**config.mk**
```make
export PLATFORM = sky130hd
export DESIGN_NAME = key_and_charger_input_qualifier_core
export DESIGN_NICKNAME = d
export VERILOG_FILES = /design/src/rtl/core/kcq_pkg.sv /design/src/rtl/core/kcq_qualifier.sv /design/src/rtl/core/key_and_charger_input_qualifier_core.sv
export SDC_FILE = /design/constraint.sdc
export NUM_CORES = 1
export LEC_CHECK = 0
export ABC_AREA = 1
export BUFFER_PORTS_ARGS = -buffer_cell sky130_fd_sc_hd__clkbuf_2
export CORE_ASPECT_RATIO = 0.8
export CORE_UTILIZATION = 60
export DETAILED_ROUTE_END_ITERATION = 12
export PLACE_DENSITY = 0.78
export SLEW_MARGIN = 20
export SYNTH_ARGS = -nofsm -noshare
export SYNTH_HDL_FRONTEND = slang
export SYNTH_HIERARCHICAL = 1
export SYNTH_SLANG_ARGS = --single-unit
```
**constraint.sdc**
```tcl
create_clock -name aclk -period 3.55 [get_ports aclk]
set_input_delay 0.355 -clock aclk [delete_from_list [all_inputs] [get_ports aclk]]
set_output_delay 0.355 -clock aclk [all_outputs]
set_load 0.05 [all_outputs]
```
**src/rtl/core/kcq_pkg.sv**
```systemverilog
package kcq_pkg;

    localparam int unsigned SampleWidth   = 12;
    localparam int unsigned DebounceWidth = 8;
    localparam int unsigned HoldWidth     = 16;
    localparam int unsigned SettleWidth   = 16;
    localparam int unsigned CfgDataWidth  = 16;
    localparam int unsigned CfgIndexWidth = 3;

    // Register indexes on the configuration port.
    localparam logic [CfgIndexWidth-1:0] RegMidKeyLow    = 3'd0;
    localparam logic [CfgIndexWidth-1:0] RegMidKeyHigh   = 3'd1;
    localparam logic [CfgIndexWidth-1:0] RegLowKeyHigh   = 3'd2;
    localparam logic [CfgIndexWidth-1:0] RegDebounceTick = 3'd3;
    localparam logic [CfgIndexWidth-1:0] RegHoldTicks    = 3'd4;
    localparam logic [CfgIndexWidth-1:0] RegSettleTicks  = 3'd5;

    // Register reset values.
    localparam logic [SampleWidth-1:0]   MidKeyLowReset    = 12'd1948;
    localparam logic [SampleWidth-1:0]   MidKeyHighReset   = 12'd2148;
    localparam logic [SampleWidth-1:0]   LowKeyHighReset   = 12'd200;
    localparam logic [DebounceWidth-1:0] DebounceReset     = 8'd100;
    localparam logic [HoldWidth-1:0]     HoldReset         = 16'd5000;
    localparam logic [SettleWidth-1:0]   SettleReset       = 16'd2000;

    typedef enum logic [1:0] {
        CHG_NONE     = 2'd0,
        CHG_CHARGING = 2'd1,
        CHG_FULL     = 2'd2
    } charger_state_t;

    typedef struct packed {
        logic                   sleep_mode;
        logic                   key_pin;
        logic [SampleWidth-1:0] key_sample;
        logic                   switch_pin;
        logic                   charge_pin;
        logic                   standby_pin;
    } qual_in_t;

    typedef struct packed {
        logic switch_held;
        logic charge_full;
        logic usb_present;
        logic key_b_pressed;
        logic key_a_pressed;
    } qual_out_t;

    typedef struct packed {
        logic                     wr_en;
        logic [CfgIndexWidth-1:0] index;
        logic [CfgDataWidth-1:0]  data;
    } cfg_write_t;

endpackage

```
**src/rtl/core/kcq_qualifier.sv**
```systemverilog
module kcq_qualifier (
    input  logic                aclk,
    input  logic                aresetn,
    input  kcq_pkg::cfg_write_t cfg,
    input  logic                item_accept,
    input  kcq_pkg::qual_in_t   item_in,
    output kcq_pkg::qual_out_t  item_out
);
    import kcq_pkg::*;

    logic [SampleWidth-1:0]   mid_key_low_reg;
    logic [SampleWidth-1:0]   mid_key_high_reg;
    logic [SampleWidth-1:0]   low_key_high_reg;
    logic [DebounceWidth-1:0] debounce_ticks_reg;
    logic [HoldWidth-1:0]     hold_ticks_reg;
    logic [SettleWidth-1:0]   settle_ticks_reg;

    logic [DebounceWidth-1:0] key_a_count_reg, key_a_count_next;
    logic [DebounceWidth-1:0] key_b_count_reg, key_b_count_next;
    logic [HoldWidth-1:0]     switch_count_reg, switch_count_next;
    logic [SettleWidth-1:0]   settle_count_reg, settle_count_next;
    charger_state_t           last_state_reg, last_state_next;
    qual_out_t                flags_reg, flags_next;

    logic                     press_a;
    logic                     press_b;
    logic [DebounceWidth:0]   key_a_sum;
    logic [DebounceWidth:0]   key_b_sum;
    logic [HoldWidth:0]       switch_sum;
    logic [SettleWidth:0]     settle_sum;
    charger_state_t           cur_state;

    always_ff @(posedge aclk) begin
        if (!aresetn) begin
            mid_key_low_reg    <= MidKeyLowReset;
            mid_key_high_reg   <= MidKeyHighReset;
            low_key_high_reg   <= LowKeyHighReset;
            debounce_ticks_reg <= DebounceReset;
            hold_ticks_reg     <= HoldReset;
            settle_ticks_reg   <= SettleReset;
        end else if (cfg.wr_en) begin
            unique case (cfg.index)
                RegMidKeyLow:    mid_key_low_reg    <= cfg.data[SampleWidth-1:0];
                RegMidKeyHigh:   mid_key_high_reg   <= cfg.data[SampleWidth-1:0];
                RegLowKeyHigh:   low_key_high_reg   <= cfg.data[SampleWidth-1:0];
                RegDebounceTick: debounce_ticks_reg <= cfg.data[DebounceWidth-1:0];
                RegHoldTicks:    hold_ticks_reg     <= cfg.data[HoldWidth-1:0];
                RegSettleTicks:  settle_ticks_reg   <= cfg.data[SettleWidth-1:0];
                default: ;
            endcase
        end
    end

    always_comb begin
        key_a_count_next  = key_a_count_reg;
        key_b_count_next  = key_b_count_reg;
        switch_count_next = switch_count_reg;
        settle_count_next = settle_count_reg;
        last_state_next   = last_state_reg;
        flags_next        = flags_reg;

        press_a = (item_in.key_sample >= mid_key_low_reg) &&
                  (item_in.key_sample <= mid_key_high_reg);
        press_b = item_in.sleep_mode ? !item_in.key_pin
                                     : (item_in.key_sample <= low_key_high_reg);

        key_a_sum  = {1'b0, key_a_count_reg} + 1'b1;
        key_b_sum  = {1'b0, key_b_count_reg} + 1'b1;
        switch_sum = {1'b0, switch_count_reg} + 1'b1;
        settle_sum = {1'b0, settle_count_reg} + 1'b1;

        // Key A keeps its count and flag while asleep.
        if (!item_in.sleep_mode) begin
            if (press_a) begin
                if (key_a_sum >= {1'b0, debounce_ticks_reg}) begin
                    key_a_count_next         = debounce_ticks_reg;
                    flags_next.key_a_pressed = 1'b1;
                end else begin
                    key_a_count_next = key_a_sum[DebounceWidth-1:0];
                end
            end else begin
                key_a_count_next         = '0;
                flags_next.key_a_pressed = 1'b0;
            end
        end

        if (press_b) begin
            if (key_b_sum >= {1'b0, debounce_ticks_reg}) begin
                key_b_count_next         = debounce_ticks_reg;
                flags_next.key_b_pressed = 1'b1;
            end else begin
                key_b_count_next = key_b_sum[DebounceWidth-1:0];
            end
        end else begin
            key_b_count_next         = '0;
            flags_next.key_b_pressed = 1'b0;
        end

        // The switch flag clears only once the integrator has drained to zero.
        if (item_in.switch_pin) begin
            if (switch_sum >= {1'b0, hold_ticks_reg}) begin
                switch_count_next      = hold_ticks_reg;
                flags_next.switch_held = 1'b1;
            end else begin
                switch_count_next = switch_sum[HoldWidth-1:0];
            end
        end else if (switch_count_reg != '0) begin
            switch_count_next = switch_count_reg - 1'b1;
        end else begin
            flags_next.switch_held = 1'b0;
        end

        if (item_in.charge_pin && !item_in.standby_pin) begin
            cur_state = CHG_FULL;
        end else if (!item_in.charge_pin && item_in.standby_pin) begin
            cur_state = CHG_CHARGING;
        end else begin
            cur_state = CHG_NONE;
        end

        if (cur_state == last_state_reg) begin
            if (settle_sum >= {1'b0, settle_ticks_reg}) begin
                settle_count_next = settle_ticks_reg;
                unique case (cur_state)
                    CHG_FULL: begin
                        flags_next.usb_present = 1'b1;
                        flags_next.charge_full = 1'b1;
                    end
                    CHG_CHARGING: begin
                        flags_next.usb_present = 1'b1;
                        flags_next.charge_full = 1'b0;
                    end
                    default: begin
                        flags_next.usb_present = 1'b0;
                        flags_next.charge_full = 1'b0;
                    end
                endcase
            end else begin
                settle_count_next = settle_sum[SettleWidth-1:0];
            end
        end else begin
            settle_count_next = '0;
            last_state_next   = cur_state;
        end
    end

    always_ff @(posedge aclk) begin
        if (!aresetn) begin
            key_a_count_reg  <= '0;
            key_b_count_reg  <= '0;
            switch_count_reg <= '0;
            settle_count_reg <= '0;
            last_state_reg   <= CHG_NONE;
            flags_reg        <= '0;
        end else if (item_accept) begin
            key_a_count_reg  <= key_a_count_next;
            key_b_count_reg  <= key_b_count_next;
            switch_count_reg <= switch_count_next;
            settle_count_reg <= settle_count_next;
            last_state_reg   <= last_state_next;
            flags_reg        <= flags_next;
        end
    end

    assign item_out = flags_next;

endmodule

```
**src/rtl/core/key_and_charger_input_qualifier_core.sv**
```systemverilog
// Key and charger input qualifier.
//
// The input channel (s_) carries one tick of pin and ADC samples per item;
// the result channel (m_) returns the five qualified flags of that tick.
// Register writes on the cfg_ port take effect at the clock edge where
// cfg_wr_en is high and should only be made while no item is in flight.
//
// An accepted item updates all counters in the same cycle and its result
// is registered into a two-entry result buffer, which lets the block take
// a new item while one result waits. One item is accepted per cycle while
// s_tready is high; the rate is set by the single counter update per tick.
// Only when both buffer entries are full does s_tready drop, so a stalled
// receiver holds up the input within two items and nothing is lost.
//
// Reset (aresetn low, synchronous) restores the register defaults, clears
// every counter and flag, sets the charger state to none and empties the
// result buffer.
module key_and_charger_input_qualifier_core (
    input  logic                                aclk,
    input  logic                                aresetn,
    input  logic                                cfg_wr_en,
    input  logic [kcq_pkg::CfgIndexWidth-1:0]   cfg_index,
    input  logic [kcq_pkg::CfgDataWidth-1:0]    cfg_wr_data,
    input  logic                                s_tvalid,
    output logic                                s_tready,
    // key_pin[0], key_sample[12:1], switch_pin[13], charge_pin[14], standby_pin[15]
    input  logic [15:0]                         s_tdata,
    // sleep_mode[0]
    input  logic                                s_tuser,
    output logic                                m_tvalid,
    input  logic                                m_tready,
    // key_a_pressed[0], key_b_pressed[1], usb_present[2], charge_full[3],
    // switch_held[4], zero[7:5]
    output logic [7:0]                          m_tdata
);
    import kcq_pkg::*;

    cfg_write_t cfg;
    qual_in_t   item_in;
    qual_out_t  item_out;
    logic       push;
    logic       pop;

    qual_out_t  slot0_reg, slot0_next;
    qual_out_t  slot1_reg, slot1_next;
    logic [1:0] fill_reg, fill_next;

    assign cfg.wr_en = cfg_wr_en;
    assign cfg.index = cfg_index;
    assign cfg.data  = cfg_wr_data;

    assign item_in.sleep_mode  = s_tuser;
    assign item_in.key_pin     = s_tdata[0];
    assign item_in.key_sample  = s_tdata[12:1];
    assign item_in.switch_pin  = s_tdata[13];
    assign item_in.charge_pin  = s_tdata[14];
    assign item_in.standby_pin = s_tdata[15];

    assign s_tready = (fill_reg != 2'd2);
    assign push     = s_tvalid && s_tready;
    assign m_tvalid = (fill_reg != 2'd0);
    assign pop      = m_tvalid && m_tready;

    kcq_qualifier u_qualifier (
        .aclk        (aclk),
        .aresetn     (aresetn),
        .cfg         (cfg),
        .item_accept (push),
        .item_in     (item_in),
        .item_out    (item_out)
    );

    always_comb begin
        slot0_next = slot0_reg;
        slot1_next = slot1_reg;
        fill_next  = fill_reg;
        if (push && !pop) begin
            if (fill_reg == 2'd0) begin
                slot0_next = item_out;
            end else begin
                slot1_next = item_out;
            end
            fill_next = fill_reg + 2'd1;
        end else if (pop && !push) begin
            slot0_next = slot1_reg;
            fill_next  = fill_reg - 2'd1;
        end else if (pop && push) begin
            // Both at once only happens with one entry held.
            slot0_next = item_out;
        end
    end

    always_ff @(posedge aclk) begin
        if (!aresetn) begin
            fill_reg <= 2'd0;
        end else begin
            fill_reg <= fill_next;
        end
    end

    always_ff @(posedge aclk) begin
        slot0_reg <= slot0_next;
        slot1_reg <= slot1_next;
    end

    assign m_tdata = {3'b000, slot0_reg.switch_held, slot0_reg.charge_full,
                      slot0_reg.usb_present, slot0_reg.key_b_pressed,
                      slot0_reg.key_a_pressed};

endmodule
```
== Yosys cells after proc, flatten, opt, wreduce, memory -nomap -nowiden ==
Cells that the tools add are included.

* Flip-flop bits (word level): 143
* Bits in latches: 0
* Bits in writable memories: 0
* Bits in read-only memories: 0
* Input bits: 41
* Output and inout port bits: 10
* Word-level logic and storage cells: 114
* Memories: 0

* Add/subtract/negate cells: 7
* Multiply operators: 0
* Divide/modulo/power cells: 0
* Magnitude comparators: 7
* Equality and inequality tests: 10
* Shifts and indexed selects: 0
* Multiplexer cells: 29
* Bitwise gates (word level): 3
* Reductions and logical operators: 31

{| class="wikitable"
|+ Operators by type and width
! kind !! number
|-
| 2-to-1 mux 16 bit || 5
|-
| adder 16 x 1 -> 17 bit, second input constant || 2
|-
| greater-or-equal comparator 17 x 16 -> 1 bit || 2
|-
| 2-to-1 mux 8 bit || 4
|-
| less-or-equal comparator 12 bit || 2
|-
| AND reduction 2 bit || 11
|-
| 2-to-1 mux 5 bit || 4
|-
| adder 8 x 1 -> 9 bit, second input constant || 2
|-
| greater-or-equal comparator 9 x 8 -> 1 bit || 2
|-
| nonzero test 16 bit || 1
|-
| subtractor 16 x 1 -> 16 bit, second input constant || 1
|-
| greater-or-equal comparator 12 bit || 1
|-
| 2-to-1 mux 1 bit || 10
|-
| 2-to-1 mux 2 bit || 5
|-
| logical AND 1 bit || 8
|-
| equality test 3 x 2 -> 1 bit, second input constant || 2
|-
| equality test 3 bit, second input constant || 2
|-
| nonzero test 2 bit || 3
|-
| zero test 1 bit || 5
|-
| case mux 2 bit (2 select lines) || 1
|-
| equality test 3 x 1 -> 1 bit, second input constant || 1
|-
| zero test 3 bit || 1
|-
| inverter 1 bit || 3
|-
| nonzero test 3 bit || 1
|-
| 8 further kinds || 8
|}

== Logic depth before layout (Yosys ltp) ==
* Depth after elaboration: 11
* Gate-level depth with buffers: 22
* Depth with buffers taken out: 22

== Hierarchy ==
The synthesis kept the hierarchy.

{| class="wikitable"
|+ By module, submodules not included
! module !! instances !! cells an instance !! area each (um^2) !! sequential area each (um^2)
|-
| kcq_qualifier || 1 || 1316 || 9029.9 || 2622.5
|-
| key_and_charger_input_qualifier_core || 1 || 57 || 555.5 || 340.3
|}

== Worst setup path after synthesis ==
No wires, ideal clock.

* Path type: register to register
* Start: register u_qualifier.switch_count_reg[1]
* End: register u_qualifier.switch_count_reg[14]
* Library setup time: 0.066 ns
* Data arrival time: 2.695 ns
* Required time: 3.484 ns
* Slack: 0.789 ns
* Cell stages (with the launch flop): 18
* Path buffers: 1
* Period minus slack after synthesis: 2.761 ns
* Path through: dfxtp_1 ha_1 nand3_4 nor2_4 inv_1 nor2_1 xor2_1 inv_1 ha_1 nand2_1 nor4_1 nand2_1 nand3_4 inv_4 buf_6 nand2_2 nand3_2 a21oi_2

* Longest elaborated chain between the ends: 4
* Elaborated cells between the ends (all ways): 9
* Classes of those cells: add/sub: 2; order compare: 1; mux: 3; reduce/logical: 3

{| class="wikitable"
|+ RTL lines
! element !! line !! text
|-
| start, declared || kcq_qualifier.sv:20 || <nowiki>logic [HoldWidth-1:0] switch_count_reg, switch_count_next;</nowiki>
|-
| start signal, assigned || kcq_qualifier.sv:158 || <nowiki>switch_count_reg <= switch_count_next;</nowiki>
|-
| adder 16 x 1 -> 17 bit || kcq_qualifier.sv:69 || <nowiki>switch_sum = {1'b0, switch_count_reg} + 1'b1;</nowiki>
|-
| greater-or-equal comparator 17 x 16 -> 1 bit || kcq_qualifier.sv:101 || <nowiki>if (switch_sum >= {1'b0, hold_ticks_reg}) begin</nowiki>
|-
| 2-to-1 mux 16 bit || kcq_qualifier.sv:101 ||
|-
| 2-to-1 mux 16 bit || kcq_qualifier.sv:100 || <nowiki>if (item_in.switch_pin) begin</nowiki>
|}

Several ways; a longest one is shown, not always the timed one. The select of a mux whose other input is x is not followed.
A chain may end at the register's enable or synchronous reset.

== Worst setup path after layout ==
* Start: register u_qualifier.switch_count_reg[1]
* End: register u_qualifier.switch_count_reg[13]

The elaborated chain is that of the path after synthesis.

==> flow_metrics.env <==
export IMPL_max_clock_freq_ghz=0.2942
export IMPL_grtUsageMet2_pct=48.33
export IMPL_start_util_pct=62.59
export IMPL_crit_type="reg -> reg"
export IMPL_numCtsBuffers=17
export IMPL_slowest_delay_ns=0.42
export IMPL_busiest_layer="met2"
export IMPL_min_period_ns=3.399
export IMPL_dp_hpwl_um=17220
export IMPL_fin_skew_ns=0.007140
export IMPL_slew_headroom_pct=37.88
export IMPL_drt_initial_drc_count=784
export IMPL_antenna_found_initial=0
export IMPL_drcViolationCount=0
export IMPL_ys_flop_type="dfxtp_1"
export IMPL_root_buffer="clkbuf_16"
export IMPL_grt_start_max_net_pins=91
export IMPL_pwr_share_clk_pct=32.0
export IMPL_hold_slack_ns=0.2220
export IMPL_overflow=0
export IMPL_status="complete, no violations"
export IMPL_powerDensity_nw_per_um2=509.1
export IMPL_core_area_um2=15310
export IMPL_worst_pin_slew_ns=0.9261
export IMPL_htree_levels=4
export IMPL_syn_avg_cell_area_um2=6.981
export IMPL_r2r_slack_ns=0.15
export IMPL_use_met3_pct=5.456
export IMPL_critPathLaunchType="flop"
export IMPL_hold_path_end="u_qualifier/hold_ticks_reg[12]"
export IMPL_crit_arrival_ns=3.75
export IMPL_hold_path_cell_count=3
export IMPL_min_path_type="in -> reg"
export IMPL_p_leak_nw=5.176
export IMPL_period_share_pct=95.75
export IMPL_endpoint_kind="flop"
export IMPL_p_sw_share_pct=37.31
export IMPL_synthesis_area_um2=9585
export IMPL_cpMostUsedCell="nand2_1"
export IMPL_track_usage_pct=30.58
export IMPL_die_y_um=115.1
export IMPL_wl_per_cell_um=14.76
export IMPL_timing_rr_end="u_qualifier/switch_count_reg[13]"
export IMPL_die_w_um=143.3
export IMPL_critical_path_peak_fanout=17
export IMPL_reg2reg_from="u_qualifier/switch_count_reg[1]"
export IMPL_synth_cells=1373
export IMPL_hold_violations=0
export IMPL_clock_latency_ns=0.42
export IMPL_cts_path_max_buffers=2
export IMPL_clock_sinks=143
export IMPL_required_ns=3.90
export IMPL_ys_warnings_count=6
export IMPL_rsz0062_at_grt="yes"
export IMPL_place_gp_congestion=0.8861
export IMPL_diodes=0
export IMPL_grt_pass1_wl_um=39650
export IMPL_power_mw=5.377
export IMPL_synth_edff_count=10
export IMPL_seqPwrFrac_pct=35.7
export IMPL_p_comb_share_pct=32.3
export IMPL_vdd_ir_drop_max_uv=384.4
export IMPL_drive_gt1_share_pct=11.63
export IMPL_ys_types=43
export IMPL_drt_vias_per_instance=5.558
export IMPL_finalSetupViolCount=0
export IMPL_synthArstFlopShare_pct=0
export IMPL_rows=40
export IMPL_final_common_cell="nand2_1"
export IMPL_r2r_cells=16
export IMPL_synth_seq_cells=143
export IMPL_portBuffers=47
export IMPL_nNetsFinal=1549
export IMPL_via_count=9098
export IMPL_postRouteAntennaNets=0
export IMPL_die_area_um2=16490
export IMPL_hold_path_startpoint="cfg_wr_data[12]"
export IMPL_ys_seq_area_share_pct=30.91
export IMPL_io_pin_count=51
export IMPL_nFillCells=1326
export IMPL_intPower_mw=3.371
export IMPL_crit_path_cell_trace="ha_1, nand3_4, nor2_4, inv_1, nor2_1, xor2_1, inv_1, ha_1, nand2_1, nor4_1, nand2_1, nand3_4, inv_4, nand2_1, nand3_1, a21oi_1"
export IMPL_drt_total_wl_um=24160
export IMPL_drv_cap=0
export IMPL_drtPass1Iterations=5
export IMPL_cts_tree="done"
export IMPL_grtUsageMet1_pct=42.33
export IMPL_grt_pass1_vias=8251
export IMPL_p_sw_mw=2.006
export IMPL_final_cell_mix="nand2_1, inv_1, dfxtp_1"
export IMPL_path_clk_slew_ns=0.06
export IMPL_syn_to_final_growth_pct=10.18
export IMPL_maxSlewViolCount=0
export IMPL_critPathSlowestCell="dfxtp_1"
worst max-delay path: cells and delay by family (launching register included):
| family | cells | cell delay (ns) |
|---|---|---|
| AO/OA/AOI/OAI | 1 | 0.15 |
| AND/OR/NAND/NOR | 9 | 1.59 |
| buffers and inverters | 3 | 0.30 |
| flip-flops | 1 | 0.42 |
| XOR/XNOR | 1 | 0.25 |
| adder cells (fa/ha/maj) | 2 | 0.60 |
metrics by stage:
stage / setup WS [ns] / area, um2 / utilization (%) / std cells / TNS [ns]
3_5_place_dp: 0.2190 / 9927 / 64.82 / 1597 / 0
6_report: 0.1510 / 10560 / 68.96 / 1637 / 0
3_3_place_gp: 0.2548 / 9927 / 64.82 / 1597 / 0
2_1_floorplan: 0.7891 / 9593 / - / 1375 / 0
5_1_grt: -0.04740 / 10560 / 68.96 / 1637 / -0.1556
4_1_cts: 0.1505 / 10500 / 68.54 / 1629 / 0
worst max path at each step:
stage,from,to,slack [ns]
after global routing,u_qualifier/switch_count_reg[1],u_qualifier/switch_count_reg[6],-0.05
after CTS,u_qualifier/switch_count_reg[1],u_qualifier/switch_count_reg[13],0.15
after global placement,u_qualifier/switch_count_reg[1],u_qualifier/switch_count_reg[13],0.25
after detailed placement,u_qualifier/switch_count_reg[2],u_qualifier/switch_count_reg[13],0.22
final,u_qualifier/switch_count_reg[1],u_qualifier/switch_count_reg[13],0.15
after floorplan,u_qualifier/switch_count_reg[1],u_qualifier/switch_count_reg[14],0.79
cell type report:
class | count | area, um2 | share of cell area (%)
Inverter | 211 | 794.5 | 7.523
Multi-Input combinational cell | 975 | 5594 | 52.97
Tap cell | 210 | 262.8 | 2.488
Clock inverter | 4 | 22.52 | 0.2132
Clock buffer | 28 | 546.8 | 5.177
Timing Repair Buffer | 66 | 377.9 | 3.578
Sequential cell | 143 | 2963 | 28.05
cell usage after synthesis, types with 23 or more instances:
master    number  area share (%)
dfxtp_1      133              28
o211ai_1      25             2.0
inv_1        199             7.8
a21oi_1      131             6.8
nand2_1      290              11
nand3_1       90             4.7
o21ai_0       88             4.6
xor2_1        27             2.5
nand4_1       23             1.5
clkbuf_1      28             1.1
nor2_1        93             3.6
ha_1          94              12
power groups by stage:
stage	Sequential, mW	Combinational (mW)	Clock, mW
after detailed placement	1.95	1.67	0
after CTS	1.92	1.69	1.74
final	1.92	1.74	1.72
after global routing	1.94	1.94	1.80
after floorplan	2.01	1.26	0
after global placement	1.95	1.64	0
cells by family (layout without fill, tap and decap cells):
| group | after synthesis | after routing | share of synthesized area (%) |
|---|---|---|---|
| compound gates | 272 | 272 | 15.53 |
| xor+xnor | 31 | 31 | 2.833 |
| fa+ha+maj | 94 | 94 | 12.27 |
| buf+inv | 257 | 309 | 10.86 |
| flops | 143 | 143 | 30.91 |
| other cells | 1 | 3 | 0.03912 |
| simple gates | 575 | 575 | 27.56 |
routing by layer:
layer | part of all wire [%] | vias up
met5 | 0 | -
met4 | 1.8 | 0
met3 | 7.1 | 41
met2 | 44 | 344
met1 | 47 | 4147
li1 | - | 4566
what timing repair did:
item	CTS	global route
gates resized for setup	0	1
buffers inserted	0	8
endpoints found under the setup margin	0	21
hold buffers	0	0
(Power assumes the default switching activity.)
